### config.mk
export PLATFORM = sky130hd
export DESIGN_NAME = rarst_mul
export DESIGN_NICKNAME = d
export VERILOG_FILES = /design/src/rtl/rarst_pkg.sv /design/src/rtl/rarst_mul.sv
export SDC_FILE = /design/constraint.sdc
export NUM_CORES = 1
export LEC_CHECK = 0
export BUFFER_PORTS_ARGS = -buffer_cell sky130_fd_sc_hd__buf_2
export CAP_MARGIN = 20
export CORE_MARGIN = 2
export CORE_UTILIZATION = 70
export CTS_BUF_LIST = sky130_fd_sc_hd__clkbuf_8
export DETAILED_ROUTE_END_ITERATION = 7
export HOLD_SLACK_MARGIN = 0.02
export PLACE_DENSITY = 0.95
export SYNTH_ARGS = -nofsm -noshare
export SYNTH_HDL_FRONTEND = slang
export SYNTH_SLANG_ARGS = --single-unit
### constraint.sdc
create_clock -name i_clk -period 8.2 [get_ports i_clk]
set_input_delay 0.41 -clock i_clk [delete_from_list [all_inputs] [get_ports i_clk]]
set_output_delay 0.41 -clock i_clk [all_outputs]
set_load 0.01 [all_outputs]
### src/rtl/rarst_pkg.sv
`timescale 1ns / 1ps
// ----------------------------------------------------------------------------
// rarst_pkg
// Shared types and constants for the range-add / range-sum lazy segment tree.
// ----------------------------------------------------------------------------
package rarst_pkg;

    localparam int VALUE_W = 64;
    localparam int HALF_W  = 32;
    localparam int INDEX_W = 16;
    localparam int COUNT_W = 11;
    localparam int OP_W    = 2;

    typedef enum logic [OP_W-1:0] {
        OP_LOAD  = 2'd0,
        OP_BUILD = 2'd1,
        OP_ADD   = 2'd2,
        OP_QUERY = 2'd3
    } t_op;

    typedef enum logic [4:0] {
        S_CLEAR,
        S_IDLE,
        S_ENTER,
        S_LEAF_WR,
        S_QACC,
        S_SPREAD,
        S_SPREAD_R,
        S_SPREAD_CLR,
        S_DESC_L,
        S_DESC_R,
        S_COMB0,
        S_COMB1,
        S_COMB2,
        S_RET,
        S_AP_MUL0,
        S_AP_MUL1,
        S_AP_ADD,
        S_AP_SUMW,
        S_AP_TAGW,
        S_DONE
    } t_state;

endpackage

### src/rtl/rarst_mul.sv
`timescale 1ns / 1ps
// ----------------------------------------------------------------------------
// rarst_mul
// Registered 32-bit by segment-length multiplier shared by every tag apply.
// ----------------------------------------------------------------------------
module rarst_mul
    import rarst_pkg::*;
#(
    parameter int B_W = 11
) (
    input  logic                  i_clk,
    input  logic                  i_en,
    input  logic [HALF_W-1:0]     i_a,
    input  logic [B_W-1:0]        i_b,
    output logic [HALF_W+B_W-1:0] o_p
);

    logic [HALF_W+B_W-1:0] r_p;

    always_ff @(posedge i_clk) begin
        if (i_en) begin
            r_p <= (HALF_W+B_W)'(i_a) * (HALF_W+B_W)'(i_b);
        end
    end

    assign o_p = r_p;

endmodule

==> results of run 1 <==
## synth_stat cells (all sizes together) (12+ instances only)
cell type	number	share of area
nand3	12	0.0049
xnor2	20	0.014
nand2	248	0.076
edfxtp	43	0.11
and2	148	0.075
a21o	15	0.0098
o21ai	28	0.011
xor2	17	0.012
ha	81	0.082
nor2	15	0.0046
fa	269	0.44
inv	249	0.076
clkbuf	73	0.022
a21oi	50	0.021
## worst max-delay path: cells and delay by family
| family | cells | cell delay (ns) |
|---|---|---|
| XOR/XNOR | 1 | 0.13 |
| AND/OR/NAND/NOR | 3 | 0.66 |
| AO/OA/AOI/OAI | 5 | 1.11 |
| adder cells (fa/ha/maj) | 6 | 2.92 |
| buffers and inverters | 4 | 0.73 |
## area by class of cell
type	count	area (um^2)
Timing Repair Buffer	87	435.4
Sequential cell	43	1291
Clock buffer	5	68.82
Inverter	249	934.6
Multi-Input combinational cell	973	9771
Tap cell	225	281.5
Fill cell	1164	4390
Clock inverter	3	63.81
## worst paths after layout
path | start | endpoint | slack (ns) | cells after the start
setup / recovery | i_b[2] | o_p[39] | 2.26 | 19
hold / removal | i_a[0] | o_p[0] | 0.58 | 2
## through the flow
stage,area [um^2],std cells,hold slack (ns),worst slack [ns]
floorplan,12290,1341,0.5225,2.848
global placement,12710,1577,0.8176,2.251
detailed placement,12710,1577,0.8182,2.104
CTS,12850,1585,0.5746,2.441
global route,12850,1585,0.6066,1.997
finish,12850,1585,0.5841,2.256
## routing by layer
layer	vias up	share of wire	global-route usage
li1	4088	-	-
met4	0	0.083	0.2697
met2	648	0.52	0.6433
met5	-	0	0
met1	4829	0.31	0.3980
met3	213	0.089	0.05815
## cell families after synthesis
logic type,synth area share
AOI/OAI and AO/OA,0.07117
xor gates and xnor gates,0.02637
adders and majority gates,0.5207
buffers and inverters,0.09979
DFF,0.1051
muxes,0.001629
and+or+nand+nor,0.1752
==> metrics.csv, run 1 <==
metric,value,unit
crit_fanout,32,
final_nets,1754,
vias,9778,
viasPerCell,6.169,
synth_warnings,0,
worstSetupPathType,in2reg,
syn_avg_cell_area,9.163,um^2
grt_pass1_wl,51980,um
cp.arrival,6.00,ns
final_layout_size_suffix_gt1_frac,0.07794,
synth_edf_count,43,
status,finished clean,
dp_hpwl,24250,um
start_kind,primary input,
die-area,18630,um^2
layout_common_cells,"fa_1, inv_1, nand2_1, and2_1, buf_2",
async_flop_share,0,
slew_violations,0,
setup_tns,0,ns
synthesis.area,12290,um^2
antenna_cells,0,
max-cap-violations,0,
grt_use_total,0.3656,
finalHoldViolations,0,
core_region_area,17240,um^2
post-route-drc-count,0,
slew_headroom,0.3535,
cts_setup_buffers,0,
gp_congestion,0.9113,
worstPathRequired,8.25,ns
dr.pass1.iters,5,
fp-row-count,48,
period_minus_slack,5.944,ns
tightest_slew,0.9697,ns
pin_count,88,
max_clock_freq,0.1682,GHz
cts_tree,yes,
cts.sinks,43,
crit_top_cell,fa_1,
ctsResizeCount,0,
setup_viol,0,
cts_buffers,5,
netlist_instances,1341,
drt_iter0_drc,800,
final_common_cell,fa_1,
grt_max_degree,44,
antenna_found_initial,0,
cpMaxStageDelayCell,buf_2,
synth_nets,1736,
clockRootBuffer,clkbuf_8,
wl_per_cell,19.53,um
largest_register_ffs,43,
io_buffers,87,
die_height,136.5,um
clockBufferDepth,2,
cp_cell_sequence,buf_2 > nand2_1 > fa_1 > fa_1 > inv_1 > fa_1 > fa_1 > inv_1 > fa_1 > inv_1 > ha_1 > a21oi_1 > o21ai_0 > o21ai_0 > a21oi_1 > o21ai_0 > nor3_1 > nor4_1 > xnor2_1,
finalCritPeriodShare,0.7249,
start_util,0.7129,
ant_nets,0,
cts_hold_repair.buffers,0,
cp-end-kind,flop,
grt-ovfl-total,0,
min_path_type,in2reg,
area_growth_syn_to_layout,4.542,%
ys_seq_area_frac,0.1051,
htree_levels,2,
ys_types,49,
path_clk_slew,0.08,ns
die_w,136.5,um
final_util,0.7453,
ys.flop_type,edfxtp_1,
drt-total-wl,30960,um
grt_pass1_vias,11070,
max_stage_delay,0.59,ns
rsz0062_at_grt,no,
synth-seq-cells,43,
Power of run 1 is not shown: default switching activity piles up to over one toggle a cycle in this logic, so the estimate is an artifact.
==> inputs of run 2 (changes only) <==
--- a/config.mk
+++ b/config.mk
@@ -8,11 +8,11 @@
 export BUFFER_PORTS_ARGS = -buffer_cell sky130_fd_sc_hd__buf_2
 export CAP_MARGIN = 20
 export CORE_MARGIN = 2
-export CORE_UTILIZATION = 70
+export CORE_UTILIZATION = 58
 export CTS_BUF_LIST = sky130_fd_sc_hd__clkbuf_8
 export DETAILED_ROUTE_END_ITERATION = 7
 export HOLD_SLACK_MARGIN = 0.02
-export PLACE_DENSITY = 0.95
+export PLACE_DENSITY = 0.89
 export SYNTH_ARGS = -nofsm -noshare
 export SYNTH_HDL_FRONTEND = slang
 export SYNTH_SLANG_ARGS = --single-unit
==> constraint.sdc (replaced) <==
create_clock -name i_clk -period 4.78 [get_ports i_clk]
set_input_delay 0.239 -clock i_clk [delete_from_list [all_inputs] [get_ports i_clk]]
set_output_delay 0.239 -clock i_clk [all_outputs]
set_load 0.01 [all_outputs]
==> run 2 against run 1 <==
  * First-iteration DRC count grew 19%
  * Critical endpoint is now o_p[40]
  * Critical path type unchanged
  * Clock-buffer cell count unchanged
  * The flow now finishes with violations (negative setup slack)
  * Hold slack worse by 0.17 ns
  * Sequential share of layout area fell by 1.8 points
==> metrics.csv, run 2 (synthesized netlist as in run 1, its figures left out) <==
metric,value,unit,change
die-area,22370,um^2,+20%
grt_max_degree,44,,unchanged
finalWorstSetupSlack,-0.2621,ns,-2.518 ns
place_area,14510,um^2,+14%
cts_tree,yes,,
ant_nets,0,,unchanged
worstSetupPathType,in2reg,,
period_minus_slack,5.042,ns,
clockRootBuffer,clkbuf_8,,
design_area,15730,um^2,+22%
dp_hpwl,27540,um,+14%
crit_fanout,8,,-75%
worst_hold_path.num_cells,2,,unchanged
pin_count,88,,unchanged
die_height,149.6,um,+9.6%
rsz0062_at_grt,yes,,
finalHoldViolations,0,,unchanged
max_clock_freq,0.1983,GHz,
cp.arrival,5.14,ns,-0.86 ns
wl_met3,3404,um,+24%
layout_common_cells,"fa_1, inv_1, nand2_1, buf_4, and2_1",,
io_buffers,87,,unchanged
largest_register_ffs,43,,unchanged
min_path_type,in2reg,,
antenna_found_initial,1,,+1
grt_use_total,0.3412,,-0.02437
wl_per_cell,21.06,um,+7.8%
cts.sinks,43,,unchanged
wl_met1,12680,um,+31%
grt_pass1_vias,12000,,+8.4%
grt_pass1_wl,58210,um,+12%
core_region_area,20890,um^2,+21%
seqCellArea,1291,um^2,unchanged
setup_viol,20,,+20
finalCritPeriodShare,1.055,,
htree_levels,2,,unchanged
met2_length,19840,um,+24%
final_common_cell,fa_1,,
drt_iter0_drc,952,,+19%
cp-end-kind,flop,,
routed.top_layer,met4,,
max-cap-violations,0,,unchanged
worstPathRequired,4.87,ns,-3.38 ns
gp_congestion,1.007,,+11%
start_kind,primary input,,
slew_violations,0,,unchanged
final_layout_size_suffix_gt1_frac,0.2916,,+0.2136
tightest_slew,0.6412,ns,-0.3286 ns
multi_input_area,10550,um^2,+7.9%
dr.pass1.iters,8,,+3
grt-ovfl-total,0,,unchanged
final_nets,1975,,+13%
slew_headroom,0.5726,,+0.2190
path_clk_slew,0.12,ns,+0.04 ns
clockBufferDepth,2,,unchanged
drt-total-wl,39110,um,+26%
post-route-drc-count,0,,unchanged
cts_buffers,5,,unchanged
vias,11090,,+13%
status,"complete, but fails checks",,
start_util,0.5883,,-0.1246
area_growth_syn_to_layout,28.00,%,
violations,negative setup slack,,
viasPerCell,5.971,,-3.2%
fillers,1235,,+6.1%
die_w,149.6,um,+9.6%
fp-row-count,53,,+10%
## run 2: layout make-up
cell class	instances	area share
timing repair buffer	308	0.1600
tap	275	0.02188
multi-input combinational	973	0.6704
sequential	43	0.08209
clock buffer	5	0.004375
antenna	1	0.0001591
inverter	249	0.05942
clock inverter	3	0.001671
## run 2: per-layer routing
layer	GRT usage	vias up
met3	0.06433	300
met4	0.2190	0
met1	0.3734	5510
li1	-	4542
met2	0.6067	737
met5	0	-
## run 2: stage by stage
stage	TNS (ns)	hold slack, ns	std cells	setup WS (ns)	utilization
finish	-2.179	0.4188	1857	-0.2621	0.7530
CTS	-0.3759	0.4132	1840	-0.09644	0.7208
global placement	-13.95	0.6465	1824	-0.6874	0.6946
detailed placement	-16.65	0.6481	1824	-0.8274	0.6946
global route	-5.922	0.4219	1856	-0.4001	0.7529
floorplan	-0.2243	0.3515	1341	-0.08299	-
## run 2: worst paths after layout
check	from	endpoint
max	i_b[2]	o_p[40]
min	i_b[0]	o_p[0]
## run 2: worst max-delay path: stages
cell and delay [ns]:
buf_12 0.13, buf_12 0.13, nand2_1 0.12, fa_2 0.49, fa_1 0.42, inv_2 0.12
fa_2 0.49, fa_1 0.59, fa_1 0.46, ha_4 0.32, o21ai_0 0.10, nand2b_1 0.14
o2111ai_4 0.26, a21oi_4 0.32, a41o_4 0.31, a31oi_4 0.12, a41oi_2 0.24, o311ai_1 0.13
## run 2: repair_timing
action / CTS / global route
hold buffers: 0 / 0
endpoints found under the hold margin: 0 / 0
endpoints found under the setup margin: 26 / 25
gates cloned: 2 / 2
pin swaps: 37 / 93
buffers inserted: 6 / 14
resized for setup: 73 / 152
Power of run 2 is left out for the same reason.
==> inputs of run 3 (changes only) <==
==> constraint.sdc (replaced) <==
create_clock -name i_clk -period 4.78 [get_ports i_clk]
set_input_delay 0.717 -clock i_clk [delete_from_list [all_inputs] [get_ports i_clk]]
set_output_delay 0.717 -clock i_clk [all_outputs]
set_load 0.01 [all_outputs]
==> run 3 against run 2 <==
  * The flow still finishes with violations (negative setup slack)
  * Sequential cell count unchanged
  * Final area increased by 4.9%
  * Critical path depth increased by 1
  * Die area unchanged
  * Final cell count increased by 2.0%
  * Core utilization increased by 3.7 points
  * Clock-buffer cell count unchanged
  * Global-route usage increased by 2.9 points
  * Wire length increased by 7.9%
  * Hold slack improved by 0.52 ns
  * Via count increased by 3.6%
  * Worst setup slack got worse by 0.51 ns
  * Critical path type unchanged
  * Critical endpoint is now o_p[41]
  * Largest cell class unchanged
==> metrics.csv, run 3 (synthesized netlist as in run 1, its figures left out) <==
metric,value,unit,change
die-area,22370,um^2,unchanged
io_buffers,87,,unchanged
final_nets,2013,,+1.9%
cts_tree,yes,,
setup_viol,28,,+40%
clockRootBuffer,clkbuf_8,,
place_area,14850,um^2,+2.4%
rsz0062_at_grt,yes,,
ant_nets,0,,unchanged
cts_buffers,5,,unchanged
min_path_type,in2reg,,
fp-row-count,53,,unchanged
post-route-drc-count,0,,unchanged
seqCellArea,1291,um^2,unchanged
multi_input_area,10920,um^2,+3.6%
grt-ovfl-total,0,,unchanged
finalHoldViolations,0,,unchanged
start_util,0.5883,,unchanged
crit_fanout,8,,unchanged
fillers,1119,,-9.4%
design_area,16500,um^2,+4.9%
final_common_cell,fa_1,,
finalWorstSetupSlack,-0.7770,ns,-0.5148 ns
violations,negative setup slack,,
grt_max_degree,44,,unchanged
viasPerCell,6.065,,+1.6%
start_kind,primary input,,
worstPathRequired,4.89,ns,+0.02 ns
vias,11490,,+3.6%
max_clock_freq,0.1800,GHz,-9.3%
cts.sinks,43,,unchanged
pin_count,88,,unchanged
grt_pass1_wl,62850,um,+8.0%
dp_hpwl,28250,um,+2.6%
dr.pass1.iters,7,,-1
drt_iter0_drc,1073,,+13%
cts_hold_repair.buffers,0,,unchanged
antenna_found_initial,0,,-1
grt_use_total,0.3699,,+0.02866
finalCritPeriodShare,1.163,,+0.1077
wl_per_cell,22.27,um,+5.8%
path_clk_slew,0.12,ns,about the same
area_growth_syn_to_layout,34.25,%,
max-cap-violations,0,,unchanged
status,"complete, but fails checks",,
die_height,149.6,um,unchanged
cp.arrival,5.67,ns,+0.53 ns
slew_headroom,0.2576,,-0.3149
htree_levels,2,,unchanged
grt_pass1_vias,12730,,+6.1%
final_layout_size_suffix_gt1_frac,0.3490,,+0.05739
largest_register_ffs,43,,unchanged
clockBufferDepth,2,,unchanged
core_region_area,20890,um^2,unchanged
worstSetupPathType,in2reg,,
period_minus_slack,5.557,ns,+0.5148 ns
drt-total-wl,42180,um,+7.9%
tightest_slew,1.114,ns,+0.4724 ns
gp_congestion,0.9330,,-7.4%
layout_common_cells,"fa_1, inv_1, buf_4, nand2_1, and2_1",,
antenna_cells,0,,-1
cp-end-kind,flop,,
slew_violations,0,,unchanged
die_w,149.6,um,unchanged
==> run 3: final cells by class <==
| cell class | count | share of cell area |
|---|---|---|
| Clock inverter | 3 | 0.001593 |
| Timing Repair Buffer | 346 | 0.1763 |
| Tap cell | 275 | 0.02086 |
| Multi-Input combinational cell | 973 | 0.6622 |
| Sequential cell | 43 | 0.07827 |
| Clock buffer | 5 | 0.004171 |
| Inverter | 249 | 0.05666 |
==> run 3: per-stage QoR <==
step	util	setup TNS (ns)	hold slack [ns]	std cells	setup slack (ns)
3_5_place_dp	0.7111	-30.47	1.125	1848	-1.313
6_report	0.7898	-16.03	0.9338	1894	-0.7770
2_1_floorplan	-	-7.646	0.8295	1341	-0.5060
4_1_cts	0.7671	-9.889	0.8543	1885	-0.5092
5_1_grt	0.7898	-21.59	0.9094	1894	-1.061
3_3_place_gp	0.7111	-25.16	1.127	1848	-1.042
==> run 3: worst max-delay path, cell delays in order <==
cell	delay (ns)
buf_4	0.16
buf_4	0.17
and2_1	0.29
fa_1	0.59
fa_1	0.56
fa_2	0.45
fa_1	0.50
inv_1	0.05
fa_1	0.50
inv_1	0.08
ha_4	0.31
a21oi_4	0.08
o21ai_2	0.23
a311o_1	0.16
o21ai_2	0.07
a21oi_4	0.18
a41oi_2	0.17
o31ai_2	0.29
xor2_1	0.09
==> run 3: repair_timing <==
item                                    in CTS  in global routing
buffers inserted                            27                 12
gates cloned                                 3                  1
resized for setup                          189                 89
endpoints found under the hold margin        0                  0
pin swaps                                  103                 79
endpoints found under the setup margin      31                 31
==> run 3: final timing paths <==
check,depth (start not counted),to,slack [ns],from
setup / recovery,19,o_p[41],-0.78,i_a[9]
hold / removal,2,o_p[0],0.93,i_b[0]
==> run 3: metal layers <==
metal  share of wire  vias to the layer above  track usage  routed length, um
li1                -                     4617            -                  -
met1            0.31                     5666       0.3881              13110
met2            0.51                      860       0.6541              21490
met3           0.090                      344      0.08018               3798
met4           0.090                        0       0.2671               3784
met5               0                        -            0                  0
Power of run 3 is left out for the same reason.
